## config.mk

```make
export PLATFORM = sky130hd
export DESIGN_NAME = http_body_dechunker
export DESIGN_NICKNAME = d
export VERILOG_FILES = /design/src/rtl/hbd_pkg.sv /design/src/rtl/http_body_dechunker.sv
export SDC_FILE = /design/constraint.sdc
export NUM_CORES = 1
export LEC_CHECK = 0
export ABC_CLOCK_PERIOD_IN_PS = 3330
export BUFFER_PORTS_ARGS = -buffer_cell sky130_fd_sc_hd__clkbuf_2
export CAP_MARGIN = 15
export CELL_PAD_IN_SITES_DETAIL_PLACEMENT = 1
export CELL_PAD_IN_SITES_GLOBAL_PLACEMENT = 2
export CORE_MARGIN = 4
export CORE_UTILIZATION = 36
export CTS_CLUSTER_SIZE = 40
export DETAILED_ROUTE_END_ITERATION = 12
export PLACE_DENSITY = 0.81
export SYNTH_ARGS = -nofsm -noshare
export SYNTH_HDL_FRONTEND = slang
export SYNTH_SLANG_ARGS = --single-unit
export TNS_END_PERCENT = 10
```

## constraint.sdc

```tcl
create_clock -name clock -period 3.33 [get_ports clock]
set_input_delay 0.8325 -clock clock [delete_from_list [all_inputs] [get_ports clock]]
set_output_delay 0.8325 -clock clock [all_outputs]
set_load 0.05 [all_outputs]
```

## src/rtl/hbd_pkg.sv

```systemverilog
// Shared types and constants for the HTTP body dechunker.
package hbd_pkg;

   localparam logic [7:0] CHAR_CR = 8'h0D;
   localparam logic [7:0] CHAR_LF = 8'h0A;

   // Configuration register indexes
   localparam logic CSR_CHUNKED_MODE   = 1'b0;
   localparam logic CSR_CONTENT_LENGTH = 1'b1;

   typedef enum logic [3:0] {
      PH_IDLE,
      PH_LEN_DATA,
      PH_LEN_DONE,
      PH_SIZE,
      PH_SIZE_LF,
      PH_DATA,
      PH_DATA_CR,
      PH_DATA_LF,
      PH_END_CR,
      PH_END_LF,
      PH_CH_DONE,
      PH_ERR_FMT,
      PH_ERR_LONG,
      PH_ERR_OVF
   } phase_type;

   typedef enum logic [2:0] {
      ST_BUSY   = 3'd0,
      ST_DONE   = 3'd1,
      ST_FORMAT = 3'd2,
      ST_LONG   = 3'd3,
      ST_OVF    = 3'd4,
      ST_BEYOND = 3'd5
   } status_type;

   typedef struct packed {
      logic       body_valid;
      logic [7:0] body_byte;
      status_type status;
   } result_type;

   // {is_hex, nibble}
   function automatic logic [4:0] hex_decode(input logic [7:0] c);
      logic [4:0] r;
      r = '0;
      if (c inside {[8'h30:8'h39]}) begin
         r = {1'b1, 4'(c - 8'h30)};
      end else if (c inside {[8'h41:8'h46]}) begin
         r = {1'b1, 4'(c - 8'h37)};
      end else if (c inside {[8'h61:8'h66]}) begin
         r = {1'b1, 4'(c - 8'h57)};
      end
      return r;
   endfunction

endpackage

```

## src/rtl/http_body_dechunker.sv

```systemverilog
// HTTP body dechunker: length and chunked body extraction, one byte per beat.
// A start beat (req_command = 1) opens a new body, latching the transfer
// coding from the chunked_mode register; byte beats (req_command = 0) are
// then passed out in length mode or parsed as hex size lines, data and CR LF
// framing in chunked mode. Every request beat yields exactly one response
// beat with a status code; framing and size errors are sticky until the next
// start. The block takes one beat per clock while req_stall is low; the
// framing state updates on each accepted beat, and rsp_ is driven from the
// output register. A two-entry output buffer (output register plus skid
// register) lets a new request be taken while a response waits on rsp_stall;
// req_stall rises only once both entries are full. SIZE_BITS sets the widest
// chunk size accepted before a size-overflow status is reported.
module http_body_dechunker #(
   parameter int SIZE_BITS = 32
) (
   input  logic                   clock,
   input  logic                   reset,
   input  logic                   csr_write,
   input  logic                   csr_index,
   input  logic [31:0]            csr_data,
   input  logic                   req_valid,
   output logic                   req_stall,
   input  logic                   req_command,
   input  logic [7:0]             req_data_byte,
   output logic                   rsp_valid,
   input  logic                   rsp_stall,
   output logic                   rsp_body_valid,
   output logic [7:0]             rsp_body_byte,
   output hbd_pkg::status_type    rsp_status
);
   import hbd_pkg::*;

   localparam int REM_BITS = (SIZE_BITS > 32) ? SIZE_BITS : 32;

   logic                chunked_mode_ff;
   logic [31:0]         content_length_ff;
   phase_type           phase_ff, phase_in;
   logic [REM_BITS-1:0] remaining_ff, remaining_in;
   logic [3:0]          digit_count_ff, digit_count_in;

   result_type          res;
   result_type          out_ff, skid_ff;
   logic                out_valid_ff, out_valid_in;
   logic                skid_valid_ff, skid_valid_in;
   logic                load_out, load_skid, out_free;

   logic                req_acc;
   logic [4:0]          hex;
   logic                size_ovf;

   assign req_stall = skid_valid_ff;
   assign req_acc   = req_valid && !req_stall;
   assign hex       = hex_decode(req_data_byte);
   assign size_ovf  = remaining_ff[REM_BITS-1:SIZE_BITS-4] != '0;

   // configuration registers
   always_ff @(posedge clock) begin
      if (reset) begin
         chunked_mode_ff   <= 1'b0;
         content_length_ff <= '0;
      end else if (csr_write) begin
         case (csr_index)
            CSR_CHUNKED_MODE:   chunked_mode_ff   <= csr_data[0];
            CSR_CONTENT_LENGTH: content_length_ff <= csr_data;
            default: ;
         endcase
      end
   end

   // next state
   always_comb begin
      phase_in       = phase_ff;
      remaining_in   = remaining_ff;
      digit_count_in = digit_count_ff;
      if (req_command) begin
         digit_count_in = '0;
         if (chunked_mode_ff) begin
            phase_in     = PH_SIZE;
            remaining_in = '0;
         end else if (content_length_ff == '0) begin
            phase_in     = PH_LEN_DONE;
            remaining_in = '0;
         end else begin
            phase_in     = PH_LEN_DATA;
            remaining_in = REM_BITS'(content_length_ff);
         end
      end else begin
         case (phase_ff)
            PH_LEN_DATA: begin
               remaining_in = remaining_ff - 1'b1;
               if (remaining_ff == REM_BITS'(1)) phase_in = PH_LEN_DONE;
            end
            PH_LEN_DONE, PH_ERR_LONG: phase_in = PH_ERR_LONG;
            PH_SIZE: begin
               if (hex[4]) begin
                  if (size_ovf) begin
                     phase_in = PH_ERR_OVF;
                  end else begin
                     remaining_in = {remaining_ff[REM_BITS-5:0], hex[3:0]};
                     if (digit_count_ff != 4'hF) digit_count_in = digit_count_ff + 1'b1;
                  end
               end else if (req_data_byte == CHAR_CR && digit_count_ff != '0) begin
                  phase_in = PH_SIZE_LF;
               end else begin
                  phase_in = PH_ERR_FMT;
               end
            end
            PH_SIZE_LF: begin
               if (req_data_byte != CHAR_LF) phase_in = PH_ERR_FMT;
               else if (remaining_ff == '0)  phase_in = PH_END_CR;
               else                          phase_in = PH_DATA;
            end
            PH_DATA: begin
               remaining_in = remaining_ff - 1'b1;
               if (remaining_ff == REM_BITS'(1)) phase_in = PH_DATA_CR;
            end
            PH_DATA_CR: phase_in = (req_data_byte == CHAR_CR) ? PH_DATA_LF : PH_ERR_FMT;
            PH_DATA_LF: begin
               if (req_data_byte == CHAR_LF) begin
                  phase_in       = PH_SIZE;
                  remaining_in   = '0;
                  digit_count_in = '0;
               end else begin
                  phase_in = PH_ERR_FMT;
               end
            end
            PH_END_CR: phase_in = (req_data_byte == CHAR_CR) ? PH_END_LF : PH_ERR_FMT;
            PH_END_LF: phase_in = (req_data_byte == CHAR_LF) ? PH_CH_DONE : PH_ERR_FMT;
            default: ;
         endcase
      end
   end

   // result for the accepted beat
   always_comb begin
      res.body_valid = 1'b0;
      res.body_byte  = '0;
      res.status     = ST_BUSY;
      if (req_command) begin
         if (!chunked_mode_ff && content_length_ff == '0) res.status = ST_DONE;
      end else begin
         case (phase_ff)
            PH_LEN_DATA: begin
               res.body_valid = 1'b1;
               res.body_byte  = req_data_byte;
               if (remaining_ff == REM_BITS'(1)) res.status = ST_DONE;
            end
            PH_LEN_DONE, PH_ERR_LONG: res.status = ST_LONG;
            PH_SIZE: begin
               if (hex[4]) begin
                  if (size_ovf) res.status = ST_OVF;
               end else if (!(req_data_byte == CHAR_CR && digit_count_ff != '0)) begin
                  res.status = ST_FORMAT;
               end
            end
            PH_SIZE_LF: if (req_data_byte != CHAR_LF) res.status = ST_FORMAT;
            PH_DATA: begin
               res.body_valid = 1'b1;
               res.body_byte  = req_data_byte;
            end
            PH_DATA_CR, PH_END_CR: if (req_data_byte != CHAR_CR) res.status = ST_FORMAT;
            PH_DATA_LF: if (req_data_byte != CHAR_LF) res.status = ST_FORMAT;
            PH_END_LF:  res.status = (req_data_byte == CHAR_LF) ? ST_DONE : ST_FORMAT;
            PH_ERR_FMT: res.status = ST_FORMAT;
            PH_ERR_OVF: res.status = ST_OVF;
            default:    res.status = ST_BEYOND;
         endcase
      end
   end

   always_ff @(posedge clock) begin
      if (reset) begin
         phase_ff       <= PH_IDLE;
         remaining_ff   <= '0;
         digit_count_ff <= '0;
      end else if (req_acc) begin
         phase_ff       <= phase_in;
         remaining_ff   <= remaining_in;
         digit_count_ff <= digit_count_in;
      end
   end

   // two-entry output buffer; skid fills only while the output register is held
   always_comb begin
      out_free      = !out_valid_ff || !rsp_stall;
      out_valid_in  = out_valid_ff;
      skid_valid_in = skid_valid_ff;
      load_out      = 1'b0;
      load_skid     = 1'b0;
      if (out_free) begin
         if (skid_valid_ff) begin
            out_valid_in  = 1'b1;
            skid_valid_in = 1'b0;
            load_out      = 1'b1;
         end else begin
            out_valid_in = req_acc;
            load_out     = req_acc;
         end
      end else if (req_acc) begin
         skid_valid_in = 1'b1;
         load_skid     = 1'b1;
      end
   end

   always_ff @(posedge clock) begin
      if (reset) begin
         out_valid_ff  <= 1'b0;
         skid_valid_ff <= 1'b0;
      end else begin
         out_valid_ff  <= out_valid_in;
         skid_valid_ff <= skid_valid_in;
      end
   end

   always_ff @(posedge clock) begin
      if (load_out) out_ff <= skid_valid_ff ? skid_ff : res;
      if (load_skid) skid_ff <= res;
   end

   assign rsp_valid      = out_valid_ff;
   assign rsp_body_valid = out_ff.body_valid;
   assign rsp_body_byte  = out_ff.body_byte;
   assign rsp_status     = out_ff.status;

`ifndef SYNTH
   a_skid_implies_out: assert property (@(posedge clock) disable iff (reset)
      skid_valid_ff |-> out_valid_ff)
      else $error("skid entry held with empty output register");

   a_body_status: assert property (@(posedge clock) disable iff (reset)
      (rsp_valid && rsp_body_valid) |-> (rsp_status == ST_BUSY || rsp_status == ST_DONE))
      else $error("payload beat carries an error status");

   a_no_byte_without_body: assert property (@(posedge clock) disable iff (reset)
      (rsp_valid && !rsp_body_valid) |-> (rsp_body_byte == '0))
      else $error("non-payload beat carries a byte");

   a_fmt_sticky: assert property (@(posedge clock) disable iff (reset)
      (phase_ff == PH_ERR_FMT && !(req_acc && req_command)) |=> (phase_ff == PH_ERR_FMT))
      else $error("format error cleared without a start");

   a_data_count: assert property (@(posedge clock) disable iff (reset)
      (phase_ff == PH_DATA || phase_ff == PH_LEN_DATA) |-> (remaining_ff != '0))
      else $error("data phase with zero bytes left");
`endif

endmodule
```

== Word level (Yosys, flattened, before mapping) ==
Cells that the tools add are included.

* Bits in registers: 99
* Input bits: 47
* Output and inout port bits: 14
* Word-level logic and storage cells: 126

* Add/subtract/negate cells: 5
* Order comparisons: 6
* Equal/unequal tests: 25
* Multiplexer cells: 48
* Bitwise gates (word level): 1
* Reductions and logical operators: 28

{| class="wikitable"
|+ Operators by type and width
! operator !! count
|-
| $mux W32 || 6
|-
| $pmux W32 S3 || 1
|-
| $logic_not A32 Y1 || 2
|-
| $mux W4 || 15
|-
| $pmux W4 S9 || 1
|-
| $eq A32 B1 Y1 const B || 1
|-
| $sub A32 B1 Y32 const B || 1
|-
| $pmux W3 S9 || 1
|-
| $eq A4 B4 Y1 const B || 5
|-
| $mux W9 || 2
|-
| $ne A3 B3 Y1 const B || 6
|-
| $eq A4 B3 Y1 const B || 4
|-
| $eq A8 B4 Y1 const B || 2
|-
| $ge A8 B7 Y1 const B || 2
|-
| $le A8 B7 Y1 const B || 2
|-
| $ne A8 B4 Y1 const B || 2
|-
| $mux W5 || 3
|-
| $mux W2 || 7
|-
| $mux W12 || 1
|-
| $reduce_bool A4 Y1 || 3
|-
| $reduce_and A5 Y1 || 2
|-
| $reduce_bool A10 Y1 || 1
|-
| $reduce_or A2 Y1 || 5
|-
| $mux W3 || 3
|-
| 17 further kinds || 35
|}

== Logic depth before layout (Yosys ltp) ==
* Depth after elaboration: 9
* Mapped depth: 10
* Mapped depth without buffers: 8

== Worst setup path after synthesis ==
Ideal clock, no wire load.

* Kind: input -> register
* Start point: in req_data_byte[5]
* End point: reg out_ff, in the netlist rsp_status[1], data pin
* Setup time: 0.269 ns
* Data arrival time: 2.325 ns
* Data required time: 3.061 ns
* Setup slack: 0.736 ns
* Stages: 6
* Path buffers: 0
* Cell sequence: or4b_1 -> nor3_1 -> a2bb2oi_1 -> a21oi_1 -> a211oi_1 -> o31ai_1

* Cells in the longest elaborated chain, start to end: 9
* Elaborated cells on any way between the ends: 25
* Those cells by class: order compare (6); eq/ne (4); mux (11); reduce/logical (4)

{| class="wikitable"
|+ Ends and longest elaborated chain
! what !! line !! source
|-
| from (decl) || http_body_dechunker.sv:24 || <nowiki>input logic [7:0] req_data_byte,</nowiki>
|-
| $ge A8 B7 Y1 / $le A8 B7 Y1 (equally long branches) || hbd_pkg.sv:51 || <nowiki>end else if (c inside {[8'h61:8'h66]}) begin</nowiki>
|-
| $logic_and A1 B1 Y1 || hbd_pkg.sv:51 ||
|-
| $mux W5 || hbd_pkg.sv:51 ||
|-
| $mux W5 || hbd_pkg.sv:49 || <nowiki>end else if (c inside {[8'h41:8'h46]}) begin</nowiki>
|-
| $mux W5 || hbd_pkg.sv:47 || <nowiki>if (c inside {[8'h30:8'h39]}) begin</nowiki>
|-
| $mux W3 || http_body_dechunker.sv:150 || <nowiki>if (hex[4]) begin</nowiki>
|-
| $pmux W3 S9 (*) || http_body_dechunker.sv:142 || <nowiki>case (phase_ff)</nowiki>
|-
| $mux W3 (*) || http_body_dechunker.sv:139 || <nowiki>if (req_command) begin</nowiki>
|-
| $mux W12 (*) || http_body_dechunker.sv:216 || <nowiki>if (load_out) out_ff <= skid_valid_ff ? skid_ff : res;</nowiki>
|-
| to (signal assigned) || http_body_dechunker.sv:216 ||
|-
| to (decl) || http_body_dechunker.sv:42 || <nowiki>result_type out_ff, skid_ff;</nowiki>
|}

Every way passes the cells marked *; elsewhere a longest branch is shown, timed or not.
A chain may end at the register's enable or synchronous reset.

== Worst setup path after layout ==
* Start point: in req_data_byte[5]
* End point: reg remaining_ff[11]

* Cells in the longest elaborated chain, start to end: 7
* Elaborated cells on any way between the ends: 16
* Those cells by class: order compare (6); eq/ne (3); mux (3); reduce/logical (4)

{| class="wikitable"
|+ Ends and longest elaborated chain
! what !! line !! source
|-
| $ge A8 B7 Y1 / $le A8 B7 Y1 (equally long branches) || hbd_pkg.sv:51 ||
|-
| $logic_and A1 B1 Y1 || hbd_pkg.sv:51 ||
|-
| $mux W5 || hbd_pkg.sv:51 ||
|-
| $mux W5 || hbd_pkg.sv:49 ||
|-
| $mux W5 || hbd_pkg.sv:47 ||
|-
| $ne A3 B3 Y1 (no line) || - ||
|-
| $reduce_and A5 Y1 (no line) (*) || - ||
|-
| to (signal assigned) || http_body_dechunker.sv:178 || <nowiki>remaining_ff <= remaining_in;</nowiki>
|-
| to (decl) || http_body_dechunker.sv:38 || <nowiki>logic [REM_BITS-1:0] remaining_ff, remaining_in;</nowiki>
|}

Marks and branches as above.

==> impl_metrics.yaml <==
floorplan:
  core_area_um2: 15830
  die_w_um: 134.7
  rows: 46
  io-pin-count: 61
  start_util: 0.3652
  die_h_um: 134.7
  die_area_um2: 18150
yosys:
  syn_nets: 746
  synth_edf_count: 24
  synthesis.instances: 691
  seq_area_frac_synth: 0.3844
  synth.area.top_cells: "dfxtp_1 26%, edfxtp_1 12%, nand2_1 7.4%, a21oi_1 6.0%, nor2_1 2.9%"
  yosys.area.top_type_share: 0.2597
  synthesis.area_um2: 5781
  synth_flop_cell: "dfxtp_1"
  yosysWarnings: 0
  yosysUniqueCellTypes: 83
  ys_ff_latch: 99
  yosys.area.top_type: "dfxtp_1"
  ys_async_sr_fraction: 0
  postSynthAreaPerCell_um2: 8.365
power_and_ir_drop:
  vdd_drop_max_uv: 269.1
  power.density_nw_per_um2: 486.7
  p_leak_nw: 2.471
  finalPower_mw: 3.219
critical_path:
  r2r-end: "remaining_ff[11]"
  cp_max_fo: 14
  endpoint: "remaining_ff[11]"
  startpoint: "req_data_byte[5]"
  end_kind: "flop"
  r2r_slack_ns: 0.67
  slowest_delay_ns: 0.61
  cp.arrival_ns: 3.27
  timing.rr.start: "remaining_ff[29]"
  path_cells: "clkbuf_2 -> or4b_1 -> nor4_2 -> o41a_1 -> and2_1 -> nand2_1 -> o21ai_0"
  cp-start-kind: "input port"
  ff2ff_path_depth: 6
  cp.required_ns: 3.61
  slowest_stage: "or4b_1"
  critPathKind: "in2reg"
grt:
  grt_pass1_wl_um: 30620
  grt_overflow: 0
  grt_start_max_net_pins: 33
  grt_use_total: 0.2115
  antenna_found_initial: 0
  grt_pass1_vias: 5639
place:
  gp_congestion: 0.8925
  hpwl_um: 14020
  io_buffers: 60
  place_ws_ns: 0.02139
cts:
  htreeDepth: 3
  cts_tree: "done"
  cts-root-buf: "clkbuf_16"
  cts_buffers: 9
  hold_buffers: 0
  cts.repair.resized: 0
  insertion_delay_ns: 0.36
  clock-sinks: 99
  path_clk_slew_ns: 0.08
  cts_buffer_depth: 2
  post_cts_buffers: 0
cells_and_area:
  diodes: 0
  mostFrequentLayoutCells: "114 x nand2_1, 75 x dfxtp_1, 69 x a21oi_1, 60 x clkbuf_2, 44 x nor2_1"
  ff_latch_area_um2: 2222
  area.growth.synth_to_final_pct: 14.39
  final_util: 0.4178
  final_net_count: 792
  drive_above_1_share: 0.1819
  multiInputGateArea_um2: 3243
  num-fill-cells: 1924
  layout_commonest_cell: "nand2_1"
detailed_routing:
  wirelength_um: 18770
  num_vias: 5594
  wl_per_cell_um: 19.59
  drt_iter0_markers: 379
  viasPerCell: 5.839
  dr.pass1.iters: 5
  drc: 0
  antenna_left: 0
timing:
  finalHoldViolCount: 0
  finClkSkew_ns: 0.009317
  hold_ws_ns: 0.4789
  min_period_ns: 2.988
  max_freq_ghz: 0.3347
  fin_crit_sh: 0.8973
  drv_slew: 0
  max_slew_margin: 0.3118
  grt_setup_unrepaired: "no"
  worstMarginPinSlew_ns: 1.030
  final-setup-viol-count: 0
  setup_ws_ns: 0.3419
  setup_tns_ns: 0
run_status:
  status: "finished, final reports clean"
worst_hold_path:
  hp-class: "reg2reg"
run:
  maxCapViolCount: 0
how the worst min path moves through the flow:
stage / from / endpoint / slack [ns] / depth (start not counted)
final: content_length_ff[12] / content_length_ff[12] / 0.48 / 2
after global routing: content_length_ff[12] / content_length_ff[12] / 0.51 / 2
after CTS: content_length_ff[6] / content_length_ff[6] / 0.48 / 2
after detailed placement: content_length_ff[6] / content_length_ff[6] / 0.47 / 2
after global placement: content_length_ff[6] / content_length_ff[6] / 0.47 / 2
after floorplan: content_length_ff[29] / content_length_ff[29] / 0.44 / 2
registers in the layout, indices dropped and copies added, names as in the netlist, 3 cells and up:
| name | cells |
|---|---|
| remaining_ff | 32 |
| rsp_status | 3 |
| content_length_ff | 32 |
| digit_count_ff | 4 |
| skid_ff | 12 |
| phase_ff | 4 |
| rsp_body_byte | 8 |
cells in the mapped netlist, types with 9 or more instances:
master,count
a21o_1,9
a21oi_1,69
a222oi_1,9
a32o_1,9
buf_2,9
clkbuf_1,31
dfxtp_1,75
edfxtp_1,24
inv_1,15
nand2_1,114
nand2b_1,9
nand3_1,17
nor2_1,44
nor3_1,19
nor4_1,15
o21ai_0,32
logic make-up after synthesis:
logic type               Yosys count  share of synthesized area
buffers and inverters             68                    0.05454
multiplexers                      10                    0.01905
AO/OA/AOI/OAI                    210                     0.2519
AND/OR/NAND/NOR                  284                     0.2545
flip-flops                        99                     0.3844
adder cells (fa/ha/maj)            8                    0.01732
XOR/XNOR                          12                    0.01818
through the flow:
stage | std cells | cell area (um2)
final | 958 | 6613
after global routing | 958 | 6613
after CTS | 958 | 6613
after detailed placement | 942 | 6311
after global placement | 942 | 6311
after floorplan | 691 | 5781
routing by layer:
metal,global-route usage,part of all wire,vias up
met3,0.03241,0.047,27
met4,0.07466,0.020,0
li1,-,-,2664
met5,0,0,-
met1,0.2896,0.47,2758
met2,0.3402,0.46,145
where the power goes:
group          switching [mW]  internal [mW]  total, mW
clock                   0.510          0.565       1.08
combinational           0.493          0.278      0.771
sequential             0.0772           1.29       1.37
cell type report:
class,instances,area share
flip-flops and latches,99,0.3360
clock inverters,6,0.007758
clock buffers,10,0.03784
inverters,16,0.009082
repair buffers,87,0.07796
well taps,216,0.04087
multi-input cells,524,0.4904
worst max-delay path, delay by kind of cell:
family / cells / cell delay (ns)
simple gates: 4 / 1.84
compound gates: 2 / 0.49
buf+inv: 1 / 0.11
Note: power is estimated with default switching activity, not from simulation.
